===== src/hw/rtl/dss_pkg.sv =====
// ----------------------------------------------------------------------------
// dss_pkg: shared types and constants for the disk seek scheduler
// Holds the search token, the broadcast cell control and the FSM state type.
// ----------------------------------------------------------------------------
package dss_pkg;

    localparam int TRACK_W = 10;
    localparam int SUM_W   = 16;
    localparam int IDX_W   = 6;

    localparam logic [1:0] MODE_FIFO = 2'd0;
    localparam logic [1:0] MODE_SSTF = 2'd1;
    localparam logic [1:0] MODE_UP   = 2'd2;
    localparam logic [1:0] MODE_DOWN = 2'd3;

    localparam logic CFG_MODE  = 1'b0;
    localparam logic CFG_START = 1'b1;

    localparam logic ACT_LOAD = 1'b0;
    localparam logic ACT_RUN  = 1'b1;

    localparam logic [TRACK_W-1:0] START_TRACK_RST = 10'd53;

    typedef enum logic {
        S_IDLE,
        S_SCAN
    } t_state;

    // best candidate so far, handed from cell to cell
    typedef struct packed {
        logic               found;
        logic               cls;
        logic [TRACK_W-1:0] span;
        logic [IDX_W-1:0]   idx;
        logic [TRACK_W-1:0] track;
    } t_token;

    // broadcast control shared by all cells
    typedef struct packed {
        logic               clr;
        logic [1:0]         mode;
        logic [TRACK_W-1:0] head;
        logic [TRACK_W-1:0] wr_track;
    } t_cell_ctl;

endpackage


===== src/hw/rtl/dss_cell.sv =====
// ----------------------------------------------------------------------------
// dss_cell: one request slot of the scheduler chain
// Holds one track and its served mark, merges itself into the passing token.
// ----------------------------------------------------------------------------
module dss_cell (
    input  logic               i_clk,
    input  logic               i_rst_n,
    input  dss_pkg::t_cell_ctl i_ctl,
    input  logic               i_wr,
    input  logic               i_mark,
    input  logic [5:0]         i_index,
    input  dss_pkg::t_token    i_tok,
    output dss_pkg::t_token    o_tok
);
    import dss_pkg::*;

    logic               r_valid;
    logic               r_served;
    logic [TRACK_W-1:0] r_track;
    t_token             r_tok;
    t_token             n_tok;
    logic               own_ok;
    logic               own_cls;
    logic [TRACK_W-1:0] own_dist;

    always_comb begin
        own_ok = r_valid && !r_served;
        unique case (i_ctl.mode)
            MODE_UP:   own_cls = (r_track < i_ctl.head);
            MODE_DOWN: own_cls = (r_track > i_ctl.head);
            default:   own_cls = 1'b0;
        endcase
        if (i_ctl.mode == MODE_FIFO) begin
            own_dist = '0;
        end else if (r_track >= i_ctl.head) begin
            own_dist = r_track - i_ctl.head;
        end else begin
            own_dist = i_ctl.head - r_track;
        end
        // strict compare: the earlier cell keeps a tie
        if (own_ok && (!i_tok.found || {own_cls, own_dist} < {i_tok.cls, i_tok.span})) begin
            n_tok = '{found: 1'b1, cls: own_cls, span: own_dist, idx: i_index,
                      track: r_track};
        end else begin
            n_tok = i_tok;
        end
    end

    always_ff @(posedge i_clk) begin
        if (!i_rst_n) begin
            r_valid  <= 1'b0;
            r_served <= 1'b0;
            r_tok    <= '0;
        end else begin
            r_tok <= n_tok;
            if (i_ctl.clr) begin
                r_valid  <= 1'b0;
                r_served <= 1'b0;
            end else begin
                if (i_wr) begin
                    r_valid <= 1'b1;
                end
                if (i_mark) begin
                    r_served <= 1'b1;
                end
            end
        end
    end

    always_ff @(posedge i_clk) begin
        if (i_wr) begin
            r_track <= i_ctl.wr_track;
        end
    end

    assign o_tok = r_tok;

endmodule


===== config.mk =====
export PLATFORM = sky130hd
export DESIGN_NAME = dss_cell
export DESIGN_NICKNAME = d
export VERILOG_FILES = /design/src/hw/rtl/dss_pkg.sv /design/src/hw/rtl/dss_cell.sv
export SDC_FILE = /design/constraint.sdc
export NUM_CORES = 1
export LEC_CHECK = 0
export BUFFER_PORTS_ARGS = -buffer_cell sky130_fd_sc_hd__buf_2
export CELL_PAD_IN_SITES_DETAIL_PLACEMENT = 0
export CELL_PAD_IN_SITES_GLOBAL_PLACEMENT = 1
export CORE_MARGIN = 1.5
export CORE_UTILIZATION = 40
export CTS_CLUSTER_DIAMETER = 60
export DETAILED_ROUTE_END_ITERATION = 12
export PLACE_DENSITY_LB_ADDON = 0.1
export REMOVE_ABC_BUFFERS = 1
export SYNTH_ARGS = -nofsm -noshare
export SYNTH_HDL_FRONTEND = slang
export SYNTH_SLANG_ARGS = --single-unit
export TNS_END_PERCENT = 20

===== constraint.sdc =====
create_clock -name i_clk -period 8.1 [get_ports i_clk]
set_clock_uncertainty 0.2 [all_clocks]
set_input_delay 1.62 -clock i_clk [delete_from_list [all_inputs] [get_ports i_clk]]
set_output_delay 1.62 -clock i_clk [all_outputs]
set_load 0.02 [all_outputs]

==> impl_results.md <==
- Clock Latency Late Sink: 290 ps
- CTS tree: done
- WP data required: 8050 ps
- Arrival time at the worst endpoint: 6290 ps
- Inserted Diodes: 0
- GRT Overall Usage: 17.55%
- Number of global-route vias before repair: 1937
- Port bufs: 88
- Leak: 1.631 nW
- Hold endpoint: r_valid$_SDFFE_PP0P_
- CTS Hold Bufs: 0
- Unrepaired setup endpoints after global routing: false
- Clk sinks: 40
- Max Cap Viol: 0
- Tcrit/Tclk final: 78.33%
- Int Pwr: 0.0003964 W
- Die span in y: 82.71 um
- Asr flop ratio synth: 0%
- Final setup viols: 0
- Status: finished clean
- Total core area: 6026 um2
- Reg2Reg Setup Slack: 2650 ps
- Main synth FF type: dfxtp_1
- H-tree levels: 2
- Setup Fix Bufs, Post-CTS: 0
- Pins Over Slew Limit: 0
- Hold Crit Depth: 2
- Register-to-Register Path Depth: 20
- Post-detail-place hpwl: 4496 um
- Synth Area per Inst: 9.274 um2
- DR vias: 2105
- Final wirelength: 5708 um
- Synth warnings: 0
- Worst min path class: reg2reg
- DRT Pass-1 Iters: 4
- Yosys reg bits: 40
- Final hold violations: 0
- IR drop worst, VDD: 83.71 uV
- Post-synthesis sequential area ratio: 35.45%
- Sw Pwr: 0.0001855 W
- Worst flop-to-flop path endpoint: o_tok[10]$_SDFF_PN0_
- I/O pins: 89
- CP Capture Type: flip-flop
- Clock period minus worst slack: 6345 ps
- Number of distinct library cells after synthesis: 42
- PnR worst setup slack: 1755 ps
- Crit-path cells: buf_2 > ha_1 > inv_1 > fa_1 > a21o_1 > a221o_1 > a211oi_4 > o211ai_1 > o21ai_1 > xor2_1 > nor2_1 > ha_1 > a21o_1 > a21o_1 > a21oi_1 > o41ai_1 > a21oi_4 > buf_4 > mux2i_1 > nor2_1
- Final ANT Viol Nets: 0
- First-pass GRT wire length: 9032 um
- Crit Reg-Reg Startpoint: r_track[0]$_DFFE_PP_
- Logic pwr share: 32.6%
- Slew HR: 47.61%
- Clock Power Share: 28.7%
- Worst Setup Start Kind: primary input
- Crit-path slowest cell: a211oi_4
- Largest net degree at the start of global routing: 24
- Post-synth EDFFs: 10
- Vias/cell: 4.828
- Critical path's most frequent cell: a21o_1
- Wire per inst: 13.09 um
- Area growth syn-to-layout: 24.27%
- Most frequent cells in the layout: 88 x buf_2, 39 x nor2_1, 34 x inv_1
- Core Rows: 28
- Die width: 82.71 um
- Crit Path Max Fanout: 19
- Mapped Area: 2541 um2
- Final estimated routing congestion in global placement: 0.7766
- 1st-iter DRT viols: 67
- Overflow after GRT: 0
- Place WS: 1396 ps
- Actual transition at the worst max-transition pin: 785.0 ps
- Die area: 6840 um2
- Fmax: 157.6 MHz
- Max incr delay on CP: 660 ps
- Commonest non-fill, non-tap cell in the layout: buf_2
- Cells after Synth: 274
- Post_cts resized: 0
- Pwr per Cell Area: 184.3 nW/um2
- Layout cells sized above 1: 29.09%
- Net Sw Frac: 31.88%
- Starting Density: 42.17%
- Number of antenna violations at the first check in global routing: 0
- FILL cells: 620
- DRC: 0
- Kind of critical path: in2reg
- Clock Tree Buf Depth: 2
- Number of CTS-inserted buffers: 5
- Layout Nets: 452
- Clock root buffer: clkbuf_8
- Seq pwr share: 38.7%
- Setup_tns: 0 ps
- Worst Min Path Start: r_valid$_SDFFE_PP0P_
- Worst-path clk slew: 80 ps
==> metrics by stage <==
step	utilization [%]	instance area [um2]	std cells	hold WS, ps	power (W)
2_1_floorplan	-	2476	263	230.4	0.0003622
3_3_place_gp	50.39	3037	428	245.6	0.0004196
3_5_place_dp	50.39	3037	428	253.1	0.0004202
4_1_cts	52.41	3158	436	272.3	0.0005909
5_1_grt	52.41	3158	436	302.9	0.0006223
6_report	52.41	3158	436	267.1	0.0005819
==> layer usage <==
metal	GRT usage, %	part of all wire [%]	vias to the layer above
met5	0	0	-
met3	3.736	5.9	7
met1	23.31	46	931
met2	28.37	46	60
met4	5.500	1.5	0
li1	-	-	1107
==> layout make-up <==
type	instances	area [um2]	share of cell area [%]
flip-flops and latches	40	900.9	28.53
clock buffers	8	121.4	3.843
repair buffers	90	455.4	14.42
inverters	34	127.6	4.041
multi-input cells	189	1459	46.20
well taps	75	93.84	2.971
==> power by group through the flow <==
stage               Sequential (W)  Combinational, W  Clock (W)
global placement          0.000230          0.000190          0
detailed placement        0.000230          0.000190          0
global route              0.000227          0.000214   0.000181
finish                    0.000225          0.000190   0.000167
floorplan                 0.000243          0.000120          0
CTS                       0.000225          0.000191   0.000174
==> how the worst max path moves through the flow <==
stage | end | start
after detailed placement | o_tok[10]$_SDFF_PN0_ | i_ctl[10]
after floorplan | o_tok[20]$_SDFF_PN0_ | i_ctl[10]
final | o_tok[10]$_SDFF_PN0_ | i_ctl[10]
after CTS | o_tok[10]$_SDFF_PN0_ | i_ctl[10]
after global routing | o_tok[10]$_SDFF_PN0_ | i_ctl[10]
after global placement | o_tok[14]$_SDFF_PN0_ | i_ctl[10]
==> cells by family (layout without fill, tap and decap cells) <==
family / Yosys count / in the layout / synth area share (%)
compound gates: 53 / 53 / 15.46
xor+xnor: 8 / 8 / 2.757
fa+ha+maj: 31 / 31 / 15.85
buf+inv: 45 / 132 / 7.582
flops: 40 / 40 / 35.45
mux: 25 / 25 / 9.897
simple gates: 72 / 72 / 13.00
==> sequential cells by signal, indices dropped and copies added (netlist names) <==
register and cells:
o_tok 28, r_valid 1, r_served 1, r_track 10
==> cell usage after synthesis, types with 5 or more instances <==
| master | n | area [um2] |
|---|---|---|
| nor2_1 | 39 | 146.4 |
| inv_1 | 34 | 127.6 |
| dfxtp_1 | 30 | 600.6 |
| nand2b_1 | 5 | 31.28 |
| edfxtp_1 | 10 | 300.3 |
| a21o_1 | 11 | 82.58 |
| nand2_1 | 13 | 48.80 |
| o21ai_1 | 5 | 25.02 |
| a21oi_1 | 11 | 55.05 |
| mux2i_1 | 24 | 240.2 |
| ha_1 | 29 | 362.9 |
==> worst max-delay path: cells and delay by family <==
family / cells / cell delay [ps]
AOI/OAI and AO/OA: 10 / 2750
xor gates and xnor gates: 1 / 200
adders and majority gates: 3 / 840
buffers and inverters: 3 / 510
muxes: 1 / 220
and+or+nand+nor: 2 / 130
Note: power is estimated with default switching activity, not from simulation.
